## config.mk

```make
export PLATFORM = sky130hd
export DESIGN_NAME = rbuf_front
export DESIGN_NICKNAME = d
export VERILOG_FILES = /design/src/design/rbuf_pkg.sv /design/src/design/rbuf_front.sv
export VERILOG_INCLUDE_DIRS = /design/src /design/src/design
export SDC_FILE = /design/constraint.sdc
export NUM_CORES = 1
export LEC_CHECK = 0
export ABC_AREA = 1
export BUFFER_PORTS_ARGS = -buffer_cell sky130_fd_sc_hd__buf_2
export CORE_UTILIZATION = 50
export CTS_BUF_LIST = sky130_fd_sc_hd__clkbuf_16
export DETAILED_ROUTE_END_ITERATION = 10
export GPL_ROUTABILITY_DRIVEN = 1
export PLACE_DENSITY_LB_ADDON = 0.3
export SYNTH_ARGS = -nofsm -noshare
export SYNTH_HDL_FRONTEND = slang
export SYNTH_SLANG_ARGS = --single-unit
```

## constraint.sdc

```tcl
create_clock -name clk -period 7.5 [get_ports clk]
set_input_delay 1.5 -clock clk [delete_from_list [all_inputs] [get_ports clk]]
set_output_delay 1.5 -clock clk [all_outputs]
set_load 0.02 [all_outputs]
```

## src/design/block_ring_buffer_macros.svh

```systemverilog
// Assertion macros shared by the ring buffer RTL.
// Included by the modules that carry concurrent assertions; depends on nothing.
`ifndef BLOCK_RING_BUFFER_MACROS_SVH
`define BLOCK_RING_BUFFER_MACROS_SVH
`ifndef ASSERT_OFF
`define RBUF_ASSERT(lbl, clk, rstn, prop, msg) \
  lbl: assert property (@(posedge clk) disable iff (!rstn) (prop)) else $error(msg);
`define RBUF_ASSERT_NEXT(lbl, clk, rstn, ante, cons, msg) \
  lbl: assert property (@(posedge clk) disable iff (!rstn) (ante) |=> (cons)) else $error(msg);
`else
`define RBUF_ASSERT(lbl, clk, rstn, prop, msg)
`define RBUF_ASSERT_NEXT(lbl, clk, rstn, ante, cons, msg)
`endif
`endif

```

## src/design/rbuf_pkg.sv

```systemverilog
// Shared types and codes of the block ring buffer.
// Used by the front, job queue, back and top level; depends on nothing.
package rbuf_pkg;

  localparam int CMD_W      = 2;
  localparam int DATA_W     = 8;
  localparam int LEN_W      = 7;
  localparam int CNT_W      = 6;
  localparam int MISS_W     = 32;
  localparam int ST_W       = 2;
  localparam int CFG_IDX_W  = 4;
  localparam int CFG_DATA_W = 7;

  localparam logic [CMD_W-1:0] CMD_WRITE = 2'd0;
  localparam logic [CMD_W-1:0] CMD_READ  = 2'd1;
  localparam logic [CMD_W-1:0] CMD_CLEAR = 2'd2;

  localparam logic [ST_W-1:0] ST_OK    = 2'd0;
  localparam logic [ST_W-1:0] ST_FULL  = 2'd1;
  localparam logic [ST_W-1:0] ST_EMPTY = 2'd2;
  localparam logic [ST_W-1:0] ST_ZERO  = 2'd3;

  localparam logic [CFG_IDX_W-1:0] REG_BLOCK_BYTES = 4'd0;
  localparam logic [CFG_IDX_W-1:0] REG_BLOCK_TOTAL = 4'd1;

  typedef struct packed {
    logic [ST_W-1:0]   status;
    logic [LEN_W-1:0]  byte_count;
    logic [CNT_W-1:0]  blocks_readable;
    logic [CNT_W-1:0]  blocks_writable;
    logic [CNT_W-1:0]  contiguous_readable;
    logic [CNT_W-1:0]  contiguous_writable;
    logic [MISS_W-1:0] read_misses;
    logic [MISS_W-1:0] write_misses;
  } res_info_t;

  typedef struct packed {
    logic [DATA_W-1:0] read_byte;
    logic              final_res;
    res_info_t         info;
  } res_t;

endpackage

```

## src/design/rbuf_front.sv

```systemverilog
// Front end: accepts requests, keeps the ring pointers, counters and sizes,
// writes bytes to the store and posts one job per result-bearing request.
// Depends on rbuf_pkg and the assertion macro header.
`include "block_ring_buffer_macros.svh"
module rbuf_front import rbuf_pkg::*; #(
  parameter int MAX_BLOCK_BYTES = 64,
  parameter int MAX_BLOCKS      = 64
) (
  input  logic                                        clk,
  input  logic                                        rst_n,
  input  logic                                        cfg_wr_en,
  input  logic [CFG_IDX_W-1:0]                        cfg_index,
  input  logic [CFG_DATA_W-1:0]                       cfg_wdata,
  input  logic                                        push,
  output logic                                        full,
  input  logic [CMD_W-1:0]                            in_command,
  input  logic [DATA_W-1:0]                           in_data,
  input  logic                                        in_last,
  input  logic [LEN_W-1:0]                            in_read_length,
  input  logic                                        q_full,
  input  logic                                        q_hit,
  input  logic                                        bk_hit,
  output logic [$clog2(MAX_BLOCKS)-1:0]               wr_slot,
  output logic                                        jq_push,
  output res_info_t                                   jq_info,
  output logic                                        jq_rd,
  output logic [LEN_W-1:0]                            jq_len,
  output logic [$clog2(MAX_BLOCKS*MAX_BLOCK_BYTES)-1:0] jq_base,
  output logic [$clog2(MAX_BLOCKS)-1:0]               jq_slot,
  output logic                                        ram_we,
  output logic [$clog2(MAX_BLOCKS*MAX_BLOCK_BYTES)-1:0] ram_waddr,
  output logic [DATA_W-1:0]                           ram_wdata
);

  localparam int SD = MAX_BLOCKS * MAX_BLOCK_BYTES;
  localparam int AW = $clog2(SD);
  localparam int IW = $clog2(MAX_BLOCKS);
  localparam int BB_RST = (MAX_BLOCK_BYTES < 64) ? MAX_BLOCK_BYTES : 64;
  localparam int BT_RST = (MAX_BLOCKS < 64) ? MAX_BLOCKS : 64;
  localparam logic [LEN_W-1:0] BB_RST_V = LEN_W'(BB_RST);
  localparam logic [LEN_W-1:0] BT_RST_V = LEN_W'(BT_RST);
  localparam logic [AW-1:0] LAST_ADDR = AW'(SD - 1);

  function automatic logic [7:0] idx_next(input logic [7:0] i, input logic [7:0] tot);
    logic [7:0] s;
    s = i + 8'd1;
    return (s >= tot) ? 8'd0 : s;
  endfunction

  logic [LEN_W-1:0]  bb_r, bb_nxt, bt_r, bt_nxt;
  logic [IW-1:0]     r_idx_r, r_idx_nxt, w_idx_r, w_idx_nxt;
  logic [AW-1:0]     rd_base_r, rd_base_nxt, wr_base_r, wr_base_nxt;
  logic [LEN_W-1:0]  fill_r, fill_nxt;
  logic [MISS_W-1:0] rmiss_r, rmiss_nxt, wmiss_r, wmiss_nxt;
  logic              clr_r, clr_nxt;
  logic [AW-1:0]     clr_addr_r, clr_addr_nxt;

  logic              accept, cfg_hit, do_store;
  logic [LEN_W-1:0]  fill_inc, rlen, bcnt, cv_bb, cv_bt;
  logic [ST_W-1:0]   st;
  logic [AW-1:0]     bb_a;
  logic [7:0]        t8, r8, w8, n8, nr8, r8n, w8n, n8n;

  assign full    = clr_r | q_full | q_hit | bk_hit;
  assign accept  = push & ~full;
  assign wr_slot = w_idx_r;
  assign cfg_hit = cfg_wr_en & (cfg_wdata != '0) &
                   ((cfg_index == REG_BLOCK_BYTES) || (cfg_index == REG_BLOCK_TOTAL));
  assign cv_bb = ({25'd0, cfg_wdata} > 32'(MAX_BLOCK_BYTES)) ? LEN_W'(MAX_BLOCK_BYTES) : cfg_wdata;
  assign cv_bt = ({25'd0, cfg_wdata} > 32'(MAX_BLOCKS)) ? LEN_W'(MAX_BLOCKS) : cfg_wdata;

  assign bb_a     = AW'(bb_r);
  assign t8       = 8'(bt_r);
  assign r8       = 8'(r_idx_r);
  assign w8       = 8'(w_idx_r);
  assign n8       = idx_next(w8, t8);
  assign nr8      = idx_next(r8, t8);
  assign do_store = fill_r < bb_r;
  assign fill_inc = fill_r + {{(LEN_W-1){1'b0}}, do_store};
  assign rlen     = (in_read_length > bb_r) ? bb_r : in_read_length;

  always_comb begin
    bb_nxt       = bb_r;
    bt_nxt       = bt_r;
    r_idx_nxt    = r_idx_r;
    w_idx_nxt    = w_idx_r;
    rd_base_nxt  = rd_base_r;
    wr_base_nxt  = wr_base_r;
    fill_nxt     = fill_r;
    rmiss_nxt    = rmiss_r;
    wmiss_nxt    = wmiss_r;
    clr_nxt      = clr_r;
    clr_addr_nxt = clr_addr_r;
    ram_we       = 1'b0;
    ram_waddr    = wr_base_r + AW'(fill_r);
    ram_wdata    = in_data;
    jq_push      = 1'b0;
    jq_rd        = 1'b0;
    jq_len       = rlen;
    jq_base      = rd_base_r;
    jq_slot      = r_idx_r;
    st           = ST_OK;
    bcnt         = '0;
    if (clr_r) begin
      ram_we       = 1'b1;
      ram_waddr    = clr_addr_r;
      ram_wdata    = '0;
      clr_addr_nxt = clr_addr_r + AW'(1);
      if (clr_addr_r == LAST_ADDR) begin
        clr_nxt = 1'b0;
      end
    end else if (accept) begin
      case (in_command)
        CMD_WRITE: begin
          ram_we = do_store;
          if (in_last) begin
            fill_nxt = '0;
            jq_push  = 1'b1;
            if (n8 == r8) begin
              wmiss_nxt = wmiss_r + MISS_W'(1);
              st        = ST_FULL;
            end else begin
              w_idx_nxt   = IW'(n8);
              wr_base_nxt = (n8 == 8'd0) ? '0 : wr_base_r + bb_a;
              bcnt        = fill_inc;
            end
          end else begin
            fill_nxt = fill_inc;
          end
        end
        CMD_READ: begin
          jq_push = 1'b1;
          if (r8 == w8) begin
            rmiss_nxt = rmiss_r + MISS_W'(1);
            st        = ST_EMPTY;
          end else if (rlen == '0) begin
            st = ST_ZERO;
          end else begin
            jq_rd       = 1'b1;
            bcnt        = rlen;
            r_idx_nxt   = IW'(nr8);
            rd_base_nxt = (nr8 == 8'd0) ? '0 : rd_base_r + bb_a;
          end
        end
        CMD_CLEAR: begin
          jq_push     = 1'b1;
          r_idx_nxt   = w_idx_r;
          rd_base_nxt = wr_base_r;
        end
        default: begin
        end
      endcase
    end
    if (cfg_hit) begin
      if (cfg_index == REG_BLOCK_BYTES) begin
        bb_nxt = cv_bb;
      end else begin
        bt_nxt = cv_bt;
      end
      r_idx_nxt    = '0;
      w_idx_nxt    = '0;
      rd_base_nxt  = '0;
      wr_base_nxt  = '0;
      fill_nxt     = '0;
      rmiss_nxt    = '0;
      wmiss_nxt    = '0;
      clr_nxt      = 1'b1;
      clr_addr_nxt = '0;
    end
  end

  // Fill levels reported with a result are those after the request took effect.
  assign r8n = 8'(r_idx_nxt);
  assign w8n = 8'(w_idx_nxt);
  assign n8n = idx_next(w8n, t8);

  always_comb begin
    jq_info.status       = st;
    jq_info.byte_count   = bcnt;
    jq_info.read_misses  = rmiss_nxt;
    jq_info.write_misses = wmiss_nxt;
    if (r8n == w8n) begin
      jq_info.blocks_readable     = '0;
      jq_info.contiguous_readable = '0;
    end else if (w8n > r8n) begin
      jq_info.blocks_readable     = CNT_W'(w8n - r8n);
      jq_info.contiguous_readable = CNT_W'(w8n - r8n);
    end else begin
      jq_info.blocks_readable     = CNT_W'(t8 + w8n - r8n);
      jq_info.contiguous_readable = CNT_W'(t8 - r8n);
    end
    if (n8n == r8n) begin
      jq_info.blocks_writable     = '0;
      jq_info.contiguous_writable = '0;
    end else if (r8n > n8n) begin
      jq_info.blocks_writable     = CNT_W'(r8n - n8n);
      jq_info.contiguous_writable = CNT_W'(r8n - n8n);
    end else begin
      jq_info.blocks_writable     = CNT_W'(t8 + r8n - n8n);
      jq_info.contiguous_writable = CNT_W'(t8 - n8n);
    end
  end

  always_ff @(posedge clk) begin
    if (!rst_n) begin
      bb_r       <= BB_RST_V;
      bt_r       <= BT_RST_V;
      r_idx_r    <= '0;
      w_idx_r    <= '0;
      rd_base_r  <= '0;
      wr_base_r  <= '0;
      fill_r     <= '0;
      rmiss_r    <= '0;
      wmiss_r    <= '0;
      clr_r      <= 1'b1;
      clr_addr_r <= '0;
    end else begin
      bb_r       <= bb_nxt;
      bt_r       <= bt_nxt;
      r_idx_r    <= r_idx_nxt;
      w_idx_r    <= w_idx_nxt;
      rd_base_r  <= rd_base_nxt;
      wr_base_r  <= wr_base_nxt;
      fill_r     <= fill_nxt;
      rmiss_r    <= rmiss_nxt;
      wmiss_r    <= wmiss_nxt;
      clr_r      <= clr_nxt;
      clr_addr_r <= clr_addr_nxt;
    end
  end

  `RBUF_ASSERT(a_fill_in_block, clk, rst_n, fill_r <= bb_r, "write fill beyond block size")
  `RBUF_ASSERT_NEXT(a_size_write_clears, clk, rst_n, cfg_hit, clr_r && (fill_r == '0), "size write did not start a clearing pass")

endmodule

```

### Word-level counts from Yosys, hierarchy flattened

Cells that the tools add are included.
W data, S select, Z words.

* add/sub/neg operators: 18
* $lt $le $gt $ge: 8
* equal/unequal tests: 10
* muxes and demuxes: 72
* bitwise operators: 11
* reduce and logical (&&, ||, !) cells: 15

Operators with widths (count)
* $mux W32: 11
* $mux W6: 19
* $mux W7: 12
* $add A32 B1 Y32 const B: 2
* $mux W12: 5
* $add A12 B7 Y12: 3
* $sub A6 B6 Y6: 6
* $pmux W12 S2: 1
* $add A6 B1 Y7 const B: 3
* $ge A7 B7 Y1: 3
* $logic_not A8 Y1: 2
* $mux W1: 15
* $eq A7 B6 Y1: 2
* $pmux W7 S2: 1
* $add A12 B1 Y12 const B: 1
* $add A6 B6 Y6: 2
* $eq A12 B12 Y1 const B: 1
* $eq A6 B6 Y1: 2
* $pmux W6 S2: 1
* $reduce_and A5 Y1: 2
* $mux W2: 4
* $mux W8: 1
* $add A7 B1 Y7: 1
* $gt A6 B7 Y1: 1
* other kinds (22): 33

* bits in registers: 134
* bits of input ports: 36
* output and inout bits: 152
* word-level logic and storage cells: 145

### Depth between registers and ports, before layout

Gate-level depths: netlist of the first run.

* depth in word-level cells: 16
* gate-level depth with buffers: 52
* mapped depth without buffers: 52

### Worst setup path before layout of the first run

OpenSTA, ideal clock, no wires.

* kind: register to output
* start point: register w_idx_r[0] (netlist: wr_slot[0])
* end point: output port jq_info[81] in the netlist's numbering
* arrival: 6.443 ns
* required time: 6.000 ns
* slack: -0.443 ns
* cell stages (with the launch flop): 50
* path buffers: 1
* path through: dfxtp_1 > ha_1 > nand2_1 > inv_1 > nand4_1 > inv_1 > ha_1 > a21o_1 > nor2_8 > nand2_4 > nor2_2 > nand2_1 > nand2_1 > nand2_1 > nor2_2 > nand2_4 > nand2_4 > buf_6 > [... 14 more ...] > inv_1 > nand2_1 > inv_1 > fa_1 > inv_1 > ha_1 > nand3_1 > nand2_1 > a21o_1 > a21oi_1 > xnor2_1 > inv_1 > nand2_1 > nand2_1 > nand3b_1 > nand3_2 > nand2_1 > inv_1

RTL lines
* from (decl): line rbuf_front.sv:51 `logic [IW-1:0] r_idx_r, r_idx_nxt, w_idx_r, w_idx_nxt;`
* from (signal assigned): line rbuf_front.sv:221 `w_idx_r <= w_idx_nxt;`
* to (decl): line rbuf_front.sv:25 `output res_info_t jq_info,`

==> impl_metrics.env, run 1 <==
export IMPL_drv_max_cap_violation_count=0
export IMPL_crit_path_frequent_cell="sky130_fd_sc_hd__ha_4"
export IMPL_grt_pass1_vias=11999
export IMPL_clock_tree_root_cell="sky130_fd_sc_hd__clkbuf_16"
export IMPL_setup_worst_path_class="reg2out"
export IMPL_drtIter0Drc=950
export IMPL_worst_slack_ns=-0.531
export IMPL_grt_antenna_before_repair=0
export IMPL_final_fill_count=1965
export IMPL_clock_latency_reported_for_the_late_side_of_the_worst_skew_pair_ns=0.43
export IMPL_violations_in_the_final_reports="negative setup slack"
export IMPL_measured_slew_at_the_worst_slew_check_pin_ns=1.06
export IMPL_slowest_cell_on_the_critical_path="sky130_fd_sc_hd__fa_1"
export IMPL_detail_route_first_pass_iterations=6
export IMPL_gr_usage_all_layers_pct=30.9
export IMPL_post_cts_hold_buffer_count=0
export IMPL_outcome="finished, violations left"
export IMPL_synth_seq_area_share_pct=23.1
export IMPL_worstSetupStartpointType="register"
export IMPL_flow_area_growth_from_synthesis_pct=31.1
export IMPL_via_count=12876
export IMPL_tns_ns=-2.14
export IMPL_dieArea_um2=23900
export IMPL_die_w_um=154
export IMPL_layout_min_cycle_time_ns=8.03
export IMPL_ios=188
export IMPL_routedWlPerCell_um=15.8
export IMPL_antennaDiodeCount=0
export IMPL_tritoncts="built"
export IMPL_synthesis_yosys_warnings=0
export IMPL_buffer_ports_inserted=187
export IMPL_grt_first_pass_wirelength_mm=59.0
export IMPL_pre_cts_ws_ns=-0.361
export IMPL_worstPathArrival_ns=6.53
export IMPL_synth_cells=1775
export IMPL_power_leakage_nw=7.44
export IMPL_post_synth_num_cell_types=54
export IMPL_gpl_final_weighted_congestion=0.966
export IMPL_start_util_pct=51.2
export IMPL_maximum_number_of_pins_on_one_net_before_global_route_repair=75
export IMPL_cts_clk_slew_worst_paths_ns=0.07
export IMPL_final_layout_size_suffix_gt1_share_pct=27.5
export IMPL_critPathCaptureType="output pin"
export IMPL_clkSinkCount=134
export IMPL_yosys_top_cells_area="sky130_fd_sc_hd__dfxtp_1 (23%), sky130_fd_sc_hd__ha_1 (11%), sky130_fd_sc_hd__nand2_1 (9.6%)"
export IMPL_maximum_net_fanout_on_the_critical_path=7
export IMPL_ys_seq_elements=134
export IMPL_ctsLongestPathBuffers=2
export IMPL_max_clock_freq_mhz=125
export IMPL_fin_skew_ns=0.0119
export IMPL_number_of_rows_created_at_floorplan=55
export IMPL_min_delay_path_depth=2
export IMPL_hold_path_class="reg2reg"
export IMPL_grt_overflow_total=0
export IMPL_drt_total_wl_mm=37.6
export IMPL_mean_instance_size_in_the_synthesized_netlist_um2=6.55
export IMPL_rsz0062_at_grt="true"
export IMPL_rr_worst_depth=17
export IMPL_fp_coreArea_um2=22700
export IMPL_drt_vias_per_instance=5.41
export IMPL_drv_slew=0
export IMPL_final_antenna_net_count=0
export IMPL_design_final_nets=2234
export IMPL_critical_path_max_stage_delay_ns=0.43
export IMPL_fin_worst_hold_slack_ns=0.478
export IMPL_clock_tree_htree_level_count=4
export IMPL_synthesis_nets=1926
export IMPL_die_height_um=154
export IMPL_cell_type_contributing_the_most_total_cell_area_after_synthesis="sky130_fd_sc_hd__dfxtp_1"
export IMPL_dp_hpwl_mm=28.1
export IMPL_cts_inserted_buffers=17
export IMPL_timing_critical_path_required_ns=6.00
export IMPL_syn_area_um2=11600
export IMPL_netlist_area_leader_share_pct=23.1
export IMPL_timing_final_hold_violations=0
export IMPL_drc=0
export IMPL_powerDensity_nw_per_um2=117
export IMPL_min_period_over_period_pct=107
export IMPL_worst_slew_margin_rel_pct=29.0
export IMPL_setup_viol=12
export IMPL_peakVddDrop_v=0.000154
-- cells in the mapped netlist (all sizes together) --
cell type    n
o21a         4
ha          98
and2         1
nand2      322
clkinv       2
nor2       303
or2          5
nor3b        4
o21bai       4
a221oi       7
o211ai       4
o21ai       72
o31ai        4
buf         11
nand3b       3
o22ai        3
a22oi        2
a21oi      113
a31oi        4
a22o         3
a211oi      16
or3          1
dfxtp      134
xor2        58
clkbuf      29
fa          17
a41oi        1
nand4       33
inv        297
nand3      113
nor4        24
nor3        51
a2111oi      1
xnor2       27
a21o         4
-- repair_timing --
item	CTS	global route
pin swaps	46	42
resized for setup	89	87
endpoints found under the setup margin	13	24
cloned	1	0
buffers inserted	22	6
-- through the flow --
stage                     utilization (%)  power (mW)  instance area, µm²  cells
final                                67.1        1.79               15200   2381
after global routing                 67.1        1.84               15200   2381
after CTS                            65.3        1.77               14800   2377
after detailed placement             60.3       0.919               13700   2322
after global placement               60.3       0.916               13700   2322
after floorplan                         -       0.853               11700   1775
-- cell type report --
type                       count  area [µm²]  share of cell area, %
timing repair buffer         328        2090                   13.7
tap                          285         357                   2.34
clock buffer                  17         425                   2.79
sequential                   134        2690                   17.7
multi-input combinational   1303        8380                   55.0
inverter                     299        1140                   7.51
clock inverter                15         153                   1.00
-- cell usage in the layout (no fill, tap or decap), types with 21 or more instances in the layout --
cell,instances
sky130_fd_sc_hd__nand3_1,94
sky130_fd_sc_hd__xnor2_1,25
sky130_fd_sc_hd__a21oi_1,91
sky130_fd_sc_hd__ha_1,77
sky130_fd_sc_hd__buf_2,174
sky130_fd_sc_hd__inv_2,30
sky130_fd_sc_hd__nand2_2,44
sky130_fd_sc_hd__nor4_1,23
sky130_fd_sc_hd__nand2_1,263
sky130_fd_sc_hd__dfxtp_1,130
sky130_fd_sc_hd__nor3_1,48
sky130_fd_sc_hd__nor2_1,269
sky130_fd_sc_hd__xor2_1,58
sky130_fd_sc_hd__o21ai_0,55
sky130_fd_sc_hd__nor2_4,21
sky130_fd_sc_hd__nand4_1,31
sky130_fd_sc_hd__buf_4,138
sky130_fd_sc_hd__inv_1,263
-- report_power, final --
group          leakage (nW)  total, mW  switching [mW]  internal, mW
registers              1.08      0.718         0.00371         0.714
logic                  6.08      0.222           0.140        0.0827
clock network         0.279      0.849           0.358         0.491
total                  7.44       1.79           0.501          1.29
-- critical path, delay by kind of cell (launching register included) --
kind | cells | cell delay (ns)
simple gates | 25 | 2.31
fa+ha+maj | 6 | 1.39
compound gates | 6 | 1.07
buf+inv | 11 | 0.83
flops | 1 | 0.36
xor+xnor | 1 | 0.14
-- metal layers --
| metal | wire [µm] | track usage, % | up-vias | part of all wire, % |
|---|---|---|---|---|
| met5 | 0 | 0 | - | 0 |
| met4 | 1330 | 12.7 | 0 | 3.5 |
| met3 | 2820 | 5.88 | 101 | 7.5 |
| met2 | 17500 | 51.2 | 494 | 47 |
| met1 | 16000 | 39.2 | 5924 | 42 |
| li1 | - | - | 6357 | - |
-- logic make-up after synthesis --
| kind of cell | Yosys count | share of synthesized area [%] |
|---|---|---|
| buffers and inverters | 339 | 11.2 |
| adders and majority gates | 115 | 13.5 |
| AOI/OAI and AO/OA | 242 | 12.1 |
| xor gates and xnor gates | 85 | 6.40 |
| and+or+nand+nor | 860 | 33.7 |
| DFF | 134 | 23.1 |
-- state kept, by name, summed over array words and instances, names as in the netlist, 6 cells and up --
name / cells
rmiss_r: 32
wmiss_r: 32
clr_addr_r: 12
jq_base: 12
wr_base_r: 12
bb_r: 7
bt_r: 7
fill_r: 7
jq_slot: 6
wr_slot: 6
-- worst paths after layout --
check / slack (ns) / end / startpoint
setup reg to reg: 3.42 / jq_base[9] / jq_slot[0]
hold / removal: 0.48 / bt_r[6] / bt_r[6]
hold reg to reg: 0.48 / bt_r[6] / bt_r[6]
setup / recovery: -0.53 / jq_info[81] / wr_slot[1]
No activity file was read; power rests on OpenSTA's default activity.
==> inputs of run 2 (changes only) <==
- CORE_UTILIZATION: 50 -> 35
==> run 2 against run 1 <==
  * The flow still finishes with violations (negative setup slack)
  * Sequential share of layout area decreased by 0.42 points
  * Final area up 2.5%
  * Flip-flop and latch count unchanged
  * Highest routed layer unchanged
  * Critical endpoint unchanged
==> impl_metrics.env, run 2 (same netlist as run 1, synthesis figures left out) <==
export IMPL_flow_area_growth_from_synthesis_pct=34.3
export IMPL_clock_latency_reported_for_the_late_side_of_the_worst_skew_pair_ns=0.44
export IMPL_design_final_nets=2267
export IMPL_drv_max_cap_violation_count=0
export IMPL_maximum_number_of_pins_on_one_net_before_global_route_repair=75
export IMPL_tritoncts="built"
export IMPL_pre_cts_ws_ns=-0.335
export IMPL_slowest_cell_on_the_critical_path="sky130_fd_sc_hd__fa_1"
export IMPL_powerDensity_nw_per_um2=120
export IMPL_layout_commonest_cell="sky130_fd_sc_hd__nand2_1"
export IMPL_worst_path_dominant_cell_family="simple AND/OR/NAND/NOR gates"
export IMPL_outcome="finished, violations left"
export IMPL_critPathBufInv=11
export IMPL_measured_slew_at_the_worst_slew_check_pin_ns=0.825
export IMPL_final_fill_count=3287
export IMPL_setup_slack_reg_to_reg_ns=3.74
export IMPL_ctsLongestPathBuffers=2
export IMPL_final_antenna_net_count=0
export IMPL_worst_slack_ns=-0.494
export IMPL_setup_worst_path_class="reg2out"
export IMPL_netSwitchingFraction_pct=25.9
export IMPL_grt_first_pass_wirelength_mm=60.9
export IMPL_maximum_net_fanout_on_the_critical_path=6
export IMPL_die_w_um=184
export IMPL_post_cts_hold_buffer_count=0
export IMPL_rsz0062_at_grt="true"
export IMPL_max_clock_freq_mhz=125
export IMPL_drv_slew=0
export IMPL_timing_critical_path_required_ns=6.00
export IMPL_crit_path_frequent_cell="sky130_fd_sc_hd__nand2_1"
export IMPL_via_count=12458
export IMPL_clock_tree_root_cell="sky130_fd_sc_hd__clkbuf_16"
export IMPL_drc=0
export IMPL_gr_usage_all_layers_pct=22.9
export IMPL_clkSinkCount=134
export IMPL_clock_tree_htree_level_count=4
export IMPL_switchingPower_uw=486
export IMPL_power_internal_mw=1.39
export IMPL_dp_cells=2506
export IMPL_start_util_pct=35.6
export IMPL_worstSetupStartpointType="register"
export IMPL_layoutNonFillerInstCount=2571
export IMPL_layout_cells_most_common_list="sky130_fd_sc_hd__nand2_1 (277), sky130_fd_sc_hd__nor2_1 (270), sky130_fd_sc_hd__inv_1 (265)"
export IMPL_p_clk_share_pct=49.5
export IMPL_rr_worst_depth=19
export IMPL_worst_slew_margin_rel_pct=45.0
export IMPL_seq_power_share_pct=38.2
export IMPL_final_design_area_no_fill_um2=15600
export IMPL_setup_viol=12
export IMPL_drt_vias_per_instance=4.85
export IMPL_critical_path_max_stage_delay_ns=0.43
export IMPL_drt_total_wl_mm=39.0
export IMPL_routedWlPerCell_um=15.2
export IMPL_fin_worst_hold_slack_ns=0.465
export IMPL_ios=188
export IMPL_gpl_final_weighted_congestion=0.912
export IMPL_placed_cell_area_um2=14100
export IMPL_dp_hpwl_mm=30.4
export IMPL_tns_ns=-3.78
export IMPL_layout_min_cycle_time_ns=7.99
export IMPL_min_delay_start="bt_r[6]"
export IMPL_buffer_ports_inserted=187
export IMPL_min_period_over_period_pct=107
export IMPL_violations_in_the_final_reports="negative setup slack"
export IMPL_cts_clk_slew_worst_paths_ns=0.07
export IMPL_worstPathArrival_ns=6.49
export IMPL_power_leakage_nw=7.62
export IMPL_dieArea_um2=33900
export IMPL_final_layout_size_suffix_gt1_share_pct=26.9
export IMPL_grt_antenna_before_repair=1
export IMPL_timing_final_hold_violations=0
export IMPL_number_of_rows_created_at_floorplan=66
export IMPL_cts_inserted_buffers=17
export IMPL_drtIter0Drc=809
export IMPL_timing_rr_end="jq_base[9]"
export IMPL_min_delay_path_depth=2
export IMPL_biggestRegsByFlops="rmiss_r: 32 flops, wmiss_r: 32 flops"
export IMPL_r2r_start="jq_slot[1]"
export IMPL_die_height_um=184
export IMPL_pwr_share_comb_pct=12.3
export IMPL_fp_coreArea_um2=32600
export IMPL_peakVddDrop_v=0.000125
export IMPL_detail_route_first_pass_iterations=5
export IMPL_grt_pass1_vias=11857
export IMPL_critPathCaptureType="output pin"
export IMPL_fin_skew_ns=0.0131
export IMPL_min_delay_worst_endpoint="bt_r[6]"
export IMPL_grt_overflow_total=0
export IMPL_hold_path_class="reg2reg"
==> run 2: cell count changes in the layout (fill, tap and decap cells not counted), sizes merged <==
cell and delta:
buf +34, nand2 -1, inv -5, clkinv +3
bufinv +3, clkinvlp -2, diode +1
==> run 2: worst min-delay path: stages, from the launching register on <==
cell                      delay, ns
sky130_fd_sc_hd__dfxtp_1       0.33
sky130_fd_sc_hd__nand2_1       0.05
sky130_fd_sc_hd__nand3_1       0.05
==> run 2: layout make-up <==
class / instances / area (µm²) / share of cell area (%)
multi-input combinational: 1302 / 8230 / 52.7
sequential: 134 / 2690 / 17.2
timing repair buffer: 362 / 2350 / 15.1
inverter: 299 / 1140 / 7.33
tap: 442 / 553 / 3.54
clock buffer: 17 / 425 / 2.73
clock inverter: 14 / 209 / 1.34
antenna: 1 / 2.50 / 0.0160
==> run 2: per-stage QoR <==
stage                     utilization (%)  total power [mW]
after floorplan                         -             0.853
after global placement               43.2             0.934
after CTS                            46.8              1.88
after detailed placement             43.2             0.936
after global routing                 47.9              1.95
final                                47.9              1.88
==> run 2: worst max-delay path by stage <==
stage / slack [ns] / endpoint / cells past startpoint / startpoint
6_report: -0.49 / jq_info[81] / 49 / wr_slot[1]
3_3_place_gp: -0.25 / jq_info[81] / 38 / q_full
3_5_place_dp: -0.34 / jq_info[81] / 38 / q_full
4_1_cts: -0.35 / jq_info[81] / 49 / wr_slot[1]
2_1_floorplan: -0.06 / jq_info[81] / 39 / q_full
5_1_grt: -0.79 / jq_info[81] / 49 / wr_slot[1]
==> run 2: what timing repair did <==
action                     in CTS  in global routing
resized for setup              77                 64
gates cloned                    0                  0
hold endpoints to repair        0                  0
buffers inserted               26                  9
setup endpoints to repair      13                 15
pin swaps                      35                 22
==> run 2: per-layer routing <==
layer / global-route usage, % / up-vias / wire [µm]
met1: 28.6 / 5666 / 17500
met4: 7.60 / 0 / 975
met2: 39.2 / 323 / 18200
met3: 4.52 / 63 / 2260
li1: - / 6406 / -
met5: 0 / - / 0
==> run 2: power by group through the flow <==
stage	logic [mW]	registers [mW]	clock network [mW]
finish	0.231	0.718	0.929
detailed placement	0.202	0.734	0
CTS	0.214	0.718	0.945
global placement	0.200	0.734	0
global route	0.254	0.718	0.973
floorplan	0.120	0.733	0
==> inputs of run 3 (changes only) <==
- CORE_UTILIZATION: 35 -> 53
==> run 3 against run 2 <==
  * The flow still finishes with violations (negative setup slack)
  * Worst hold slack improved by 0.018 ns
  * Via count grew 8.5%
  * Die area decreased by 34%
  * First-iteration DRC count is 35% higher
  * Maximum frequency shrank 1.9%
  * Critical path depth decreased by 5
  * Setup slack worse by 0.16 ns
  * Utilization rose by 25 points
  * Final area decreased by 0.34%
  * Routed wire length is 5.2% higher
  * Combinational power up 3%
  * Critical path type unchanged
  * Highest routed layer is now met5
==> impl_metrics.env, run 3 (same netlist as run 1, synthesis figures left out) <==
export IMPL_outcome="finished, violations left"
export IMPL_violations_in_the_final_reports="negative setup slack"
export IMPL_placed_cell_area_um2=13600
export IMPL_final_layout_size_suffix_gt1_share_pct=28.8
export IMPL_die_w_um=150
export IMPL_seq_power_share_pct=38.8
export IMPL_drv_slew=0
export IMPL_clock_tree_htree_level_count=4
export IMPL_peakVddDrop_v=0.000145
export IMPL_grt_pass1_vias=12304
export IMPL_antennaDiodeCount=0
export IMPL_worstSetupStartpointType="register"
export IMPL_dieArea_um2=22500
export IMPL_tns_ns=-5.98
export IMPL_min_period_over_period_pct=109
export IMPL_critPathCaptureType="output pin"
export IMPL_tritoncts="built"
export IMPL_grt_first_pass_wirelength_mm=60.2
export IMPL_layout_cells_most_common_list="sky130_fd_sc_hd__nand2_1 (268), sky130_fd_sc_hd__nor2_1 (265), sky130_fd_sc_hd__inv_1 (259)"
export IMPL_grt_antenna_before_repair=2
export IMPL_fin_worst_hold_slack_ns=0.483
export IMPL_gpl_final_weighted_congestion=0.942
export IMPL_critical_path_max_stage_delay_ns=0.71
export IMPL_measured_slew_at_the_worst_slew_check_pin_ns=1.11
export IMPL_gr_usage_all_layers_pct=34.0
export IMPL_clkSinkCount=134
export IMPL_cts_clk_slew_worst_paths_ns=0.06
export IMPL_final_fill_count=1601
export IMPL_die_height_um=150
export IMPL_biggestRegsByFlops="rmiss_r: 32 flops, wmiss_r: 32 flops"
export IMPL_multi_input_area_um2=8440
export IMPL_hold_path_class="reg2reg"
export IMPL_power_leakage_nw=7.62
export IMPL_buffer_ports_inserted=187
export IMPL_rsz0062_at_grt="true"
export IMPL_timing_critical_path_required_ns=6.00
export IMPL_ctsLongestPathBuffers=2
export IMPL_critPathBufInv=10
export IMPL_r2r_start="jq_slot[1]"
export IMPL_max_clock_freq_mhz=123
export IMPL_layout_min_cycle_time_ns=8.15
export IMPL_timing_final_hold_violations=0
export IMPL_drt_vias_per_instance=5.64
export IMPL_final_antenna_net_count=0
export IMPL_drc=0
export IMPL_min_delay_start="jq_base[2]"
export IMPL_fp_coreArea_um2=21300
export IMPL_dp_hpwl_mm=27.7
export IMPL_netSwitchingFraction_pct=26.6
export IMPL_design_final_nets=2261
export IMPL_worst_slack_ns=-0.652
export IMPL_worst_path_dominant_cell_family="simple AND/OR/NAND/NOR gates"
export IMPL_final_design_area_no_fill_um2=15600
export IMPL_number_of_rows_created_at_floorplan=53
export IMPL_slowest_cell_on_the_critical_path="sky130_fd_sc_hd__dfxtp_1"
export IMPL_setup_viol=13
export IMPL_worst_slew_margin_rel_pct=26.2
export IMPL_layout_commonest_cell="sky130_fd_sc_hd__nand2_1"
export IMPL_worstPathArrival_ns=6.65
export IMPL_cts_inserted_buffers=17
export IMPL_clock_latency_reported_for_the_late_side_of_the_worst_skew_pair_ns=0.43
export IMPL_start_util_pct=54.6
export IMPL_sequential_cell_area_um2=2690
export IMPL_clock_tree_root_cell="sky130_fd_sc_hd__clkbuf_16"
export IMPL_maximum_net_fanout_on_the_critical_path=7
export IMPL_flow_area_growth_from_synthesis_pct=33.9
export IMPL_setup_worst_path_class="reg2out"
export IMPL_via_count=13516
export IMPL_grt_overflow_total=0
export IMPL_routedWlPerCell_um=17.1
export IMPL_maximum_number_of_pins_on_one_net_before_global_route_repair=75
export IMPL_p_clk_share_pct=48.3
export IMPL_drtIter0Drc=1091
export IMPL_fin_skew_ns=0.0118
export IMPL_ios=188
export IMPL_power_internal_mw=1.36
export IMPL_post_cts_hold_buffer_count=0
export IMPL_crit_path_frequent_cell="sky130_fd_sc_hd__nand2_1"
export IMPL_dp_cells=2302
export IMPL_powerDensity_nw_per_um2=119
export IMPL_drv_max_cap_violation_count=0
export IMPL_pwr_share_comb_pct=12.9
export IMPL_startpoint_of_the_most_critical_setup_path="bt_r[3]"
export IMPL_switchingPower_uw=493
export IMPL_layoutNonFillerInstCount=2396
export IMPL_fin_total_pwr_mw=1.85
export IMPL_detail_route_first_pass_iterations=6
export IMPL_drt_total_wl_mm=41.0
run 3: worst paths after layout:
check | to | slack (ns) | cells after the start
max | jq_info[81] | -0.65 | 44
max reg2reg | jq_base[3] | 3.39 | 18
min | jq_base[2] | 0.48 | 2
min reg2reg | jq_base[2] | 0.48 | 2
run 3: worst min-delay path: stages (launching register included):
cell	delay [ns]
sky130_fd_sc_hd__dfxtp_1	0.33
sky130_fd_sc_hd__inv_1	0.06
sky130_fd_sc_hd__a211oi_1	0.05
run 3: power by group through the flow:
stage	clock, mW	sequential [mW]	combinational (mW)
floorplan	0	0.733	0.120
global placement	0	0.734	0.180
detailed placement	0	0.734	0.184
CTS	0.895	0.718	0.199
global route	0.929	0.718	0.257
finish	0.894	0.718	0.239
run 3: cell type report:
| class | count | share of cell area, % |
|---|---|---|
| clock inverters | 13 | 1.16 |
| repair buffers | 356 | 15.0 |
| clock buffers | 17 | 2.73 |
| well taps | 275 | 2.21 |
| inverters | 299 | 7.36 |
| flip-flops and latches | 134 | 17.3 |
| multi-input cells | 1302 | 54.3 |
run 3: routing by layer:
| layer | wire [µm] | track usage (%) |
|---|---|---|
| met4 | 1840 | 17.1 |
| met1 | 16300 | 40.6 |
| met3 | 3770 | 8.48 |
| met5 | 13 | 0 |
| met2 | 19100 | 56.4 |
run 3: metrics by stage:
step	setup slack (ns)	util, %
after floorplan	-0.0623	-
after global placement	-0.111	64.0
after detailed placement	-0.306	64.0
after CTS	-0.327	70.0
after global routing	-0.925	73.1
final	-0.652	73.1
run 3: timing repair:
action	in CTS	in global routing
gates cloned	0	0
endpoints found under the setup margin	13	24
resized for setup	95	99
setup buffers	38	28
pin swaps	54	63
